**src/rtl/pia_pkg.sv**
```systemverilog
// Shared widths and operation codes for the packed instruction ALU evaluator.
package pia_pkg;

    localparam int DATA_W = 32;
    localparam int WORD_W = 16;

    typedef enum logic [1:0] {
        OP_ADD = 2'b00,
        OP_SUB = 2'b01,
        OP_MUL = 2'b10,
        OP_DIV = 2'b11
    } t_op;

    typedef enum logic {
        FUNC_INSTR = 1'b0,
        FUNC_WORD  = 1'b1
    } t_func;

endpackage

```
**src/rtl/pia_if.sv**
```systemverilog
// Valid/ready channel interfaces for the input and result transactions.
interface pia_in_if;
    logic                       valid;
    logic                       ready;
    logic                       func;
    logic [pia_pkg::DATA_W-1:0] data;

    modport source (output valid, output func, output data, input ready);
    modport sink   (input valid, input func, input data, output ready);
endinterface

interface pia_out_if;
    logic                       valid;
    logic                       ready;
    logic [pia_pkg::DATA_W-1:0] result;
    logic                       divide_by_zero;

    modport source (output valid, output result, output divide_by_zero, input ready);
    modport sink   (input valid, input result, input divide_by_zero, output ready);
endinterface

```
**src/rtl/packed_instruction_alu_evaluator.sv**
```systemverilog
// Packed instruction ALU evaluator: unpacks operands and folds them through one shared ALU.
//
// Input channel i_in carries transactions of two kinds. func 0 loads an instruction word:
// operation count, two-bit opcodes and operand width; it abandons any evaluation in progress.
// func 1 carries one 16-bit operand word (low half of data); it is dropped when no
// instruction is pending. Operands are unpacked MSB-first and applied strictly left to right
// with 32-bit wrapping add, subtract, multiply and divide. Division by zero gives all ones
// and sets divide_by_zero.
// Output channel o_out carries one transaction after the word that completes the last
// operand. Padding bits of that word are dropped.
// Sequencing: an instruction word is taken in the idle state. Each operand that an operand
// word completes passes through the extract and apply steps; a division with a nonzero
// divisor then runs one quotient bit per cycle through the divide subtractor. The last
// operand leads to the finish step. i_in.ready is high only between these sequences.
// The result sits in an output register; if the receiver stalls while an earlier result
// is still held, the finish step waits until that register is free.
// Reset clears the sequencer, the pending instruction and the output valid.
module packed_instruction_alu_evaluator (
    input  logic            i_clk,
    input  logic            i_rst_n,
    pia_in_if.sink          i_in,
    pia_out_if.source       o_out
);

    typedef enum logic [4:0] {
        S_IDLE    = 5'b00001,
        S_EXTRACT = 5'b00010,
        S_APPLY   = 5'b00100,
        S_DIV     = 5'b01000,
        S_DONE    = 5'b10000
    } t_state;

    t_state       r_state;
    logic [15:0]  r_ops;
    logic [3:0]   r_cnt;
    logic [4:0]   r_width;
    logic [31:0]  r_buf;
    logic [5:0]   r_fill;
    logic [3:0]   r_done;
    logic [31:0]  r_acc;
    logic         r_err;
    logic         r_busy;
    logic [15:0]  r_opnd;
    logic [15:0]  r_rem;
    logic [4:0]   r_step;
    logic [31:0]  r_res;
    logic         r_dz;
    logic         r_out_vld;

    logic         w_in_acc;
    logic [4:0]   w_wsh;
    logic [31:0]  w_wraw;
    logic [5:0]   w_shift;
    logic [31:0]  w_mask;
    logic [31:0]  w_val;
    logic         w_have;
    logic         w_last;
    logic [2:0]   w_k;
    logic [3:0]   w_base;
    logic [1:0]   w_code;
    logic [47:0]  w_prod;
    logic [16:0]  w_dsh;
    logic [16:0]  w_ddiff;
    logic         w_ge;
    logic         w_out_free;
    logic         w_finish;

    assign i_in.ready = (r_state == S_IDLE);
    assign w_in_acc   = i_in.valid && i_in.ready;

    assign w_wsh  = 5'd23 - {1'b0, i_in.data[31:29], 1'b0};
    assign w_wraw = i_in.data >> w_wsh;

    assign w_shift = r_fill - {1'b0, r_width};
    assign w_mask  = (32'h1 << r_width) - 32'h1;
    assign w_val   = (r_buf >> w_shift) & w_mask;
    assign w_have  = (r_fill >= {1'b0, r_width});
    assign w_last  = (r_done == r_cnt + 4'd1);

    assign w_k    = 3'(r_done - 4'd1);
    assign w_base = 4'd15 - {w_k, 1'b0};
    assign w_code = r_ops[w_base -: 2];

    assign w_prod  = 48'(r_acc) * 48'(r_opnd);
    assign w_dsh   = {r_rem, r_acc[31]};
    assign w_ge    = (w_dsh >= {1'b0, r_opnd});
    assign w_ddiff = w_dsh - {1'b0, r_opnd};

    assign w_out_free = !r_out_vld || o_out.ready;
    assign w_finish   = (r_state == S_DONE) && w_out_free;

    always_ff @(posedge i_clk) begin
        if (!i_rst_n) begin
            r_state   <= S_IDLE;
            r_cnt     <= '0;
            r_width   <= '0;
            r_fill    <= '0;
            r_done    <= '0;
            r_err     <= 1'b0;
            r_busy    <= 1'b0;
            r_ops     <= '0;
            r_buf     <= '0;
            r_acc     <= '0;
            r_step    <= '0;
        end else begin
            case (r_state)
                S_IDLE: begin
                    if (w_in_acc) begin
                        if (pia_pkg::t_func'(i_in.func) == pia_pkg::FUNC_INSTR) begin
                            r_cnt   <= {1'b0, i_in.data[31:29]} + 4'd1;
                            r_ops   <= i_in.data[28:13];
                            r_width <= {1'b0, w_wraw[3:0]} + 5'd1;
                            r_buf   <= '0;
                            r_fill  <= '0;
                            r_done  <= '0;
                            r_acc   <= '0;
                            r_err   <= 1'b0;
                            r_busy  <= 1'b1;
                        end else if (r_busy) begin
                            r_buf   <= {r_buf[15:0], i_in.data[15:0]};
                            r_fill  <= r_fill + 6'd16;
                            r_state <= S_EXTRACT;
                        end
                    end
                end
                S_EXTRACT: begin
                    if (w_last) begin
                        r_state <= S_DONE;
                    end else if (w_have) begin
                        r_opnd  <= w_val[15:0];
                        r_fill  <= w_shift;
                        r_state <= S_APPLY;
                    end else begin
                        r_state <= S_IDLE;
                    end
                end
                S_APPLY: begin
                    if (r_done == 4'd0) begin
                        r_acc   <= {16'b0, r_opnd};
                        r_done  <= r_done + 4'd1;
                        r_state <= S_EXTRACT;
                    end else if (pia_pkg::t_op'(w_code) == pia_pkg::OP_DIV &&
                                 r_opnd != 16'd0) begin
                        r_rem   <= '0;
                        r_step  <= '0;
                        r_state <= S_DIV;
                    end else begin
                        r_done  <= r_done + 4'd1;
                        r_state <= S_EXTRACT;
                        case (pia_pkg::t_op'(w_code))
                            pia_pkg::OP_ADD: r_acc <= r_acc + {16'b0, r_opnd};
                            pia_pkg::OP_SUB: r_acc <= r_acc - {16'b0, r_opnd};
                            pia_pkg::OP_MUL: r_acc <= w_prod[31:0];
                            pia_pkg::OP_DIV: begin
                                r_acc <= '1;
                                r_err <= 1'b1;
                            end
                            default: r_acc <= r_acc;
                        endcase
                    end
                end
                S_DIV: begin
                    r_rem  <= w_ge ? w_ddiff[15:0] : w_dsh[15:0];
                    r_acc  <= {r_acc[30:0], w_ge};
                    r_step <= r_step + 5'd1;
                    if (r_step == 5'd31) begin
                        r_done  <= r_done + 4'd1;
                        r_state <= S_EXTRACT;
                    end
                end
                S_DONE: begin
                    if (w_finish) begin
                        r_busy    <= 1'b0;
                        r_buf     <= '0;
                        r_fill    <= '0;
                        r_state   <= S_IDLE;
                    end
                end
                default: r_state <= S_IDLE;
            endcase
        end
    end

    always_ff @(posedge i_clk) begin
        if (!i_rst_n) begin
            r_out_vld <= 1'b0;
        end else if (w_finish) begin
            r_res     <= r_acc;
            r_dz      <= r_err;
            r_out_vld <= 1'b1;
        end else if (o_out.ready) begin
            r_out_vld <= 1'b0;
        end
    end

    assign o_out.valid          = r_out_vld;
    assign o_out.result         = r_res;
    assign o_out.divide_by_zero = r_dz;

    a_done_bound: assert property (@(posedge i_clk) disable iff (!i_rst_n)
        r_done <= r_cnt + 4'd1)
        else $error("operand count ran past the instruction");

    a_fill_bound: assert property (@(posedge i_clk) disable iff (!i_rst_n)
        r_fill < 6'd32)
        else $error("bit buffer overfilled");

    a_div_nonzero: assert property (@(posedge i_clk) disable iff (!i_rst_n)
        (r_state == S_DIV) |-> (r_opnd != 16'd0))
        else $error("divide sequence started with zero divisor");

    a_out_source: assert property (@(posedge i_clk) disable iff (!i_rst_n)
        $rose(r_out_vld) |-> $past(r_state == S_DONE))
        else $error("result raised outside the finish step");

endmodule

```
**src/flat_wrapper.sv**
```systemverilog
// flat-port wrapper written by rule: the top's interface ports become plain ports
module packed_instruction_alu_evaluator_flat 
  (i_clk, i_rst_n, i_in_valid, i_in_func, i_in_data, i_in_ready, o_out_valid, o_out_result, o_out_divide_by_zero, o_out_ready);
  pia_in_if i_in_i ();
  pia_out_if o_out_i ();
  input  logic i_clk;
  input  logic i_rst_n;
  input wire logic [$bits(i_in_i.valid)-1:0] i_in_valid;
  input wire logic [$bits(i_in_i.func)-1:0] i_in_func;
  input wire logic [$bits(i_in_i.data)-1:0] i_in_data;
  output wire logic [$bits(i_in_i.ready)-1:0] i_in_ready;
  output wire logic [$bits(o_out_i.valid)-1:0] o_out_valid;
  output wire logic [$bits(o_out_i.result)-1:0] o_out_result;
  output wire logic [$bits(o_out_i.divide_by_zero)-1:0] o_out_divide_by_zero;
  input wire logic [$bits(o_out_i.ready)-1:0] o_out_ready;
  assign i_in_i.valid = i_in_valid;
  assign i_in_i.func = i_in_func;
  assign i_in_i.data = i_in_data;
  assign i_in_ready = i_in_i.ready;
  assign o_out_valid = o_out_i.valid;
  assign o_out_result = o_out_i.result;
  assign o_out_divide_by_zero = o_out_i.divide_by_zero;
  assign o_out_i.ready = o_out_ready;
  packed_instruction_alu_evaluator u_core (.i_clk(i_clk), .i_rst_n(i_rst_n), .i_in(i_in_i), .o_out(o_out_i));
endmodule
```
**config.mk**
```make
export PLATFORM = sky130hd
export DESIGN_NAME = packed_instruction_alu_evaluator_flat
export DESIGN_NICKNAME = d
export VERILOG_FILES = /design/src/rtl/pia_pkg.sv /design/src/rtl/pia_if.sv /design/src/rtl/packed_instruction_alu_evaluator.sv /design/src/flat_wrapper.sv
export SDC_FILE = /design/constraint.sdc
export NUM_CORES = 1
export LEC_CHECK = 0
export ABC_AREA = 1
export BUFFER_PORTS_ARGS = -buffer_cell sky130_fd_sc_hd__buf_2
export CAP_MARGIN = 30
export CORE_MARGIN = 3
export CORE_UTILIZATION = 65
export CTS_BUF_LIST = sky130_fd_sc_hd__clkbuf_4 sky130_fd_sc_hd__clkbuf_8
export DETAILED_ROUTE_END_ITERATION = 12
export PLACE_DENSITY = 0.82
export SYNTH_ARGS = -nofsm -noshare
export SYNTH_HDL_FRONTEND = slang
export SYNTH_SLANG_ARGS = --single-unit
```
**constraint.sdc**
```tcl
create_clock -name i_clk -period 6.4 [get_ports i_clk]
set_clock_uncertainty 0.1 [all_clocks]
set_input_delay 0.96 -clock i_clk [delete_from_list [all_inputs] [get_ports i_clk]]
set_output_delay 0.96 -clock i_clk [all_outputs]
set_load 0.01 [all_outputs]
```
==> reports/qor.yml, run 1 <==
sta:
  whs_ps: 350
  max_slew.worst_pin.slew_ps: 1040
  rsz0062_at_grt: "false"
  fin_crit_sh_pct: 96.8
  hold_viol_final: 0
  tns_ps: 0
  slew_viol_final: 0
  fmax_mhz: 161
  fin_crit_ps: 6190
  setup-violations-final: 0
  max_slew_margin_pct: 30.9
placement:
  placed_area_um2: 26600
  hpwl_mm: 62.0
  gp_congestion: 1.01
  io_buffer_count: 71
cells_and_area:
  layout_common_cells: "nand2_1, inv_1, fa_1"
  fin_nets: 4085
  fin_area_um2: 27000
  n_fill_cell: 3123
  final_layout_size_suffix_gt1_share_pct: 7.92
  area_growth_pct: 7.03
  insertedDiodeCount: 0
  layout.cells.most_common: "nand2_1"
clock_network:
  cts.sinks: 177
  cts_buffer_depth: 2
  path_clk_slew_ps: 110
  cts_buffers: 17
  htreeDepth: 4
  insertion_delay_ps: 530
  cts_root_buf: "clkbuf_8"
  tritoncts: "yes"
global_routing:
  track_usage_pct: 38.6
  grt_pass1_wl_mm: 126
  overflow: 0
  grt_max_degree: 63
  antenna_found_initial: 1
  grt_pass1_vias: 24800
critical_path:
  endpoint_kind: "flop"
  path_cells: "buf_4, nand2_1, inv_1, fa_1, fa_1, inv_1, fa_1, inv_1, fa_1, fa_1, inv_1, fa_1, inv_1, ha_1, nand2_1, nor2_1, nand2_1, or2_2, nand3_1, nand2_1, nand3_1, nand3_1, a21oi_1"
  start_kind: "flop"
  crit_path_max_fanout: 14
  critical_path_arrival_ps: 6550
  crit_required_ps: 6760
  cp_common_cell: "fa_1"
  max_stage_delay_ps: 790
  worst_path_max_delay_cell: "edfxtp_1"
  crit_type: "reg2reg"
synth:
  synthesis.nets: 4051
  synthArstFlopShare_pct: 0
  synthCells: 3578
  avgSynthCellArea_um2: 7.06
  syn_area_um2: 25300
  ys_types: 62
  synth_edf_count: 65
  yosysWarnings: 0
  ys.flop_type: "dfxtp_1"
  yosysSeqAreaShare_pct: 16.6
  ys_ff_latch: 177
die:
  fp.coreArea_um2: 38000
  dieArea_um2: 41300
  start_util_pct: 66.4
  ioPinCount: 72
  rows: 71
  die_w_um: 203
  die_y_um: 203
status:
  status: "complete, no violations"
routing:
  firstDrtPassIters: 6
  drcViolationCount: 0
  drt-initial-drc-count: 2126
  ant_nets: 0
  wl_mm: 78.3
  via_per_inst: 5.88
  post_drt_wl_per_cell_um: 18.9
  num_vias: 24300
min_path:
  hold_class: "reg2reg"
run:
  maxCapViolations: 0
-- cell type report --
type | instances | area, um^2 | area share, %
multi-input cells | 2481 | 17500 | 64.8
inverters | 740 | 2780 | 10.3
clock inverters | 15 | 166 | 0.616
flip-flops and latches | 177 | 4200 | 15.6
repair buffers | 195 | 1490 | 5.51
clock buffers | 17 | 234 | 0.866
well taps | 511 | 639 | 2.37
-- timing repair --
item,CTS,global route
setup buffers,0,1
resized for setup,0,9
setup endpoints to repair,0,8
hold buffers,0,0
-- sequential cells by signal (all words and copies together), names as in the netlist, 6 cells and up --
signal               flops
u_core.r_acc            32
u_core.o_out.result     32
u_core.r_ops            16
u_core.r_buf            32
u_core.r_opnd           16
u_core.r_fill            6
u_core.r_rem            16
-- worst paths after layout --
kind | start | depth (start not counted) | endpoint | slack (ps)
hold / removal | u_core.r_err | 0 | u_core.o_out.divide_by_zero | 350
setup reg to reg | u_core.r_opnd[12] | 23 | u_core.r_acc[28] | 210
setup / recovery | u_core.r_opnd[12] | 23 | u_core.r_acc[28] | 210
hold reg to reg | u_core.r_err | 0 | u_core.o_out.divide_by_zero | 350
-- worst max-delay path, delay by kind of cell, from the launching register on --
kind	cells	cell delay, ps
AO/OA/AOI/OAI	1	120
buffers and inverters	6	580
flip-flops	1	790
AND/OR/NAND/NOR	9	1350
adder cells (fa/ha/maj)	7	3190
-- kinds of logic after synthesis --
logic type	count (synthesis)	share of synthesized area [%]
AND/OR/NAND/NOR	1323	22.0
flip-flops	177	16.6
buffers and inverters	920	14.1
adder cells (fa/ha/maj)	436	30.7
multiplexers	8	0.317
AO/OA/AOI/OAI	657	14.3
XOR/XNOR	57	1.98
-- synthesized netlist by cell type (5+ instances only) --
cell type | n | area, um^2
buf_1 | 13 | 48.8
a31oi_1 | 13 | 81.3
xnor2_1 | 19 | 166
nor2_1 | 181 | 679
buf_6 | 8 | 90.1
a21oi_1 | 285 | 1430
o21bai_1 | 8 | 60.1
nor3_1 | 38 | 190
nand4_1 | 41 | 257
a21o_1 | 12 | 90.1
a31o_2 | 6 | 52.6
or2_2 | 7 | 43.8
clkbuf_1 | 131 | 492
a211oi_1 | 26 | 195
inv_2 | 10 | 37.5
o21a_1 | 9 | 67.6
dfxtp_1 | 112 | 2240
fa_1 | 307 | 6150
clkinv_1 | 7 | 26.3
o21ai_1 | 43 | 215
nand3b_1 | 6 | 45.0
a21boi_0 | 5 | 37.5
buf_4 | 7 | 52.6
xor2_1 | 38 | 333
nand3_1 | 143 | 716
o211ai_1 | 13 | 97.6
nand2_1 | 869 | 3260
buf_2 | 21 | 105
o21ai_0 | 214 | 1070
nor4_1 | 10 | 62.6
mux2i_1 | 8 | 80.1
inv_1 | 722 | 2710
ha_1 | 129 | 1610
edfxtp_1 | 65 | 1950
-- per-layer routing --
layer  wire length [um]  part of all wire [%]  up-vias  GRT usage, %
met5                  0                     0        -             0
met4               5250                   6.7        0          22.8
met3               6820                   8.7      318          6.62
met2              37400                    48     1236          65.8
met1              28800                    37    11600          46.0
li1                   -                     -    11200             -
-- stage by stage --
step,worst slack [ps],utilization [%],instances
after CTS,196,71.0,4134
after detailed placement,217,69.9,4102
after global routing,3.82,71.1,4136
final,207,71.1,4136
after global placement,251,69.8,4099
after floorplan,611,-,3578
Power of run 1 is left out: the tool's default activity adds up to more than one toggle a clock period on the data nets, which glitch-free logic cannot reach.
==> run 2, diff against run 1 <==
Settings changed: ABC_AREA 1 to not set.
==> reports/qor.yml, run 2 <==
synth:
  synth_mux_area_share_pct: 4.26  # +3.9 points
  synthMostInstantiatedCell: "nand2_1"
  ys_ff_latch: 177  # unchanged
  yosys.area.top_type: "fa_1"
  ys.flop_type: "dfxtp_1"
  synth_simple_gate_area_share_pct: 17.9  # -4.1 points
  ys_types: 86  # +39%
  synth_compound_area_share_pct: 13.4  # -0.89 points
  ys_top_cells_by_count: "nand2_1, inv_1, fa_1"
  synth_fa_ha_area_share_pct: 33.0  # +2.3 points
  synthesis.nets: 3261  # -20%
  synthArstFlopShare_pct: 0  # unchanged
  yosysSeqAreaShare_pct: 17.9  # +1.3 points
  synth_edf_count: 65  # unchanged
  synth_area_leaders: "fa_1, dfxtp_1, edfxtp_1, ha_1, nand2_1"
  synthCells: 2788  # -22%
  avgSynthCellArea_um2: 8.42  # +19%
  synth_xor_area_share_pct: 4.40  # +2.4 points
  yosysWarnings: 0  # unchanged
  yosys.area.top_type_share_pct: 26.2  # +1.8 points
  synth_top_family_by_area: "adder cells"
  syn_area_um2: 23500  # -7.0%
global_routing:
  grt_max_degree: 88  # +40%
  overflow: 0  # unchanged
  track_usage_pct: 36.8  # -1.8 points
  antenna_found_initial: 1  # unchanged
  grt_pass1_vias: 21400  # -14%
  grt_pass1_wl_mm: 112  # -11%
die:
  rows: 68  # -4.2%
  fp.coreArea_um2: 35100  # -7.8%
  dieArea_um2: 38400  # -6.8%
  ioPinCount: 72  # unchanged
  die_y_um: 196  # -3.5%
  die_w_um: 196  # -3.5%
  start_util_pct: 67.0  # +0.56 points
cells_and_area:
  n_fill_cell: 2501  # -20%
  final_layout_size_suffix_gt1_share_pct: 13.3  # +5.3 points
  layout.cells.most_common: "nand2_1"
  fin_nets: 3340  # -18%
  layout_common_cells: "nand2_1, inv_1, fa_1"
  seqCellArea_um2: 4200  # -0.18%
  area_growth_pct: 11.2
  multi_input_area_um2: 17500  # -0.13%
  fin_area_um2: 26100  # -3.4%
routing:
  drcViolationCount: 0  # unchanged
  num_vias: 20700  # -15%
  firstDrtPassIters: 8  # +2
  ant_nets: 0  # unchanged
  wl_mm: 70.7  # -9.7%
  post_drt_wl_per_cell_um: 21.2  # +12%
  via_per_inst: 6.21  # +5.6%
  drt-initial-drc-count: 2103  # -1.1%
clock_network:
  cts.sinks: 177  # unchanged
  path_clk_slew_ps: 110  # about the same
  insertion_delay_ps: 510  # -20 ps
  tritoncts: "yes"
  cts_buffer_depth: 2  # unchanged
  htreeDepth: 4  # unchanged
  postCtsHoldBufs: 0  # unchanged
  cts_root_buf: "clkbuf_8"
  cts_buffers: 17  # unchanged
critical_path:
  critical_path_arrival_ps: 6750  # +200 ps
  reg2reg_from: "u_core.r_opnd[4]"
  r2r_cells: 25  # +8.7%
  start_kind: "flop"
  crit_path_max_fanout: 6  # -8
  rrSetupSlack_ps: -70  # -280 ps
  max_stage_delay_ps: 530  # -260 ps
  cp_common_cell: "fa_1"
  crit_required_ps: 6680  # -80 ps
  endpoint_kind: "flop"
  worst_path_max_delay_cell: "fa_1"
  crit_type: "reg2reg"
  r2r-end: "u_core.r_acc[29]"
sta:
  fin_crit_ps: 6470  # +277 ps
  fmax_mhz: 155  # -4.3%
  slew_viol_final: 0  # unchanged
  hold_viol_final: 0  # unchanged
  setup-violations-final: 2  # +2
  max_slew_margin_pct: 34.5  # +3.6 points
  max_slew.worst_pin.slew_ps: 983  # -53.4 ps
  rsz0062_at_grt: "true"
  fin_ws_ps: -70.1  # -277 ps
  fin_crit_sh_pct: 101  # +4.3 points
placement:
  hpwl_mm: 52.7  # -15%
  io_buffer_count: 71  # unchanged
  placed_area_um2: 25100  # -5.4%
  gp_congestion: 0.961  # -4.6%
min_path:
  holdPathEnd: "u_core.r_ops[13]"
  hold_class: "reg2reg"
  min_path_cells: 2  # +2
  hold_start: "u_core.r_ops[13]"
status:
  violations: "negative setup slack"
  status: "complete, but fails checks"
power:
  p_leak_nw: 11.6
  peakVddDrop_mv: 0.330
  power.total_mw: 7.07
  power_density_nw_per_um2: 271
run:
  maxCapViolations: 0  # unchanged
run 2: cells by family after synthesis:
family,Yosys count
flip-flops,177
AO/OA/AOI/OAI,505
XOR/XNOR,118
multiplexers,81
AND/OR/NAND/NOR,910
buffers and inverters,561
adder cells (fa/ha/maj),436
run 2: what timing repair did:
| item | CTS | global route |
|---|---|---|
| setup endpoints to repair | 4 | 14 |
| buffers inserted | 1 | 11 |
| resized for setup | 26 | 61 |
| cloned | 2 | 2 |
| pin swaps | 21 | 31 |
run 2: worst max-delay path: cells and delay by family, from the launching register on:
| family | cells | cell delay, ps |
|---|---|---|
| XOR/XNOR | 1 | 130 |
| adder cells (fa/ha/maj) | 7 | 3350 |
| AO/OA/AOI/OAI | 5 | 730 |
| buffers and inverters | 7 | 680 |
| flip-flops | 1 | 410 |
| AND/OR/NAND/NOR | 5 | 940 |
run 2: how the worst max path moves through the flow:
stage	from	slack (ps)	to	cells after the start
floorplan	u_core.r_opnd[1]	20	u_core.r_acc[31]	27
global placement	u_core.r_opnd[4]	-80	u_core.r_acc[22]	24
detailed placement	u_core.r_opnd[4]	-180	u_core.r_acc[22]	24
CTS	u_core.r_opnd[4]	5	u_core.r_acc[24]	25
global route	u_core.r_opnd[6]	-230	u_core.r_acc[29]	26
finish	u_core.r_opnd[4]	-70	u_core.r_acc[29]	25
run 2: area by class of cell:
| cell class | instances | share of cell area [%] |
|---|---|---|
| Timing Repair Buffer | 230 | 7.67 |
| Tap cell | 455 | 2.18 |
| Multi-Input combinational cell | 2050 | 67.0 |
| Sequential cell | 177 | 16.1 |
| Clock inverter | 15 | 0.575 |
| Inverter | 391 | 5.64 |
| Antenna cell | 1 | 0.00958 |
| Clock buffer | 17 | 0.896 |
run 2: where the power goes:
group	switching (mW)	internal, mW
sequential	0.132	1.25
clock	0.508	0.287
combinational	2.84	2.05
total	3.48	3.59
run 2: metal layers:
metal | up-vias | global-route usage (%) | share of wire [%]
met5 | - | 0 | 0.025
li1 | 9238 | - | -
met1 | 10000 | 46.4 | 37
met3 | 288 | 7.93 | 9.6
met2 | 1172 | 60.8 | 47
met4 | 2 | 17.0 | 5.9
run 2: stage by stage:
stage                     hold WS, ps  worst slack, ps  setup TNS [ps]  cells  utilization (%)
final                             357            -70.1           -70.9   3336             74.5
after detailed placement          346             -179            -424   3285             71.7
after global routing              386             -227           -1150   3335             74.5
after CTS                         360             4.56               0   3320             73.4
after global placement            342            -82.4           -82.4   3282             71.5
after floorplan                   309             18.0               0   2788                -
(Power assumes the default switching activity.)
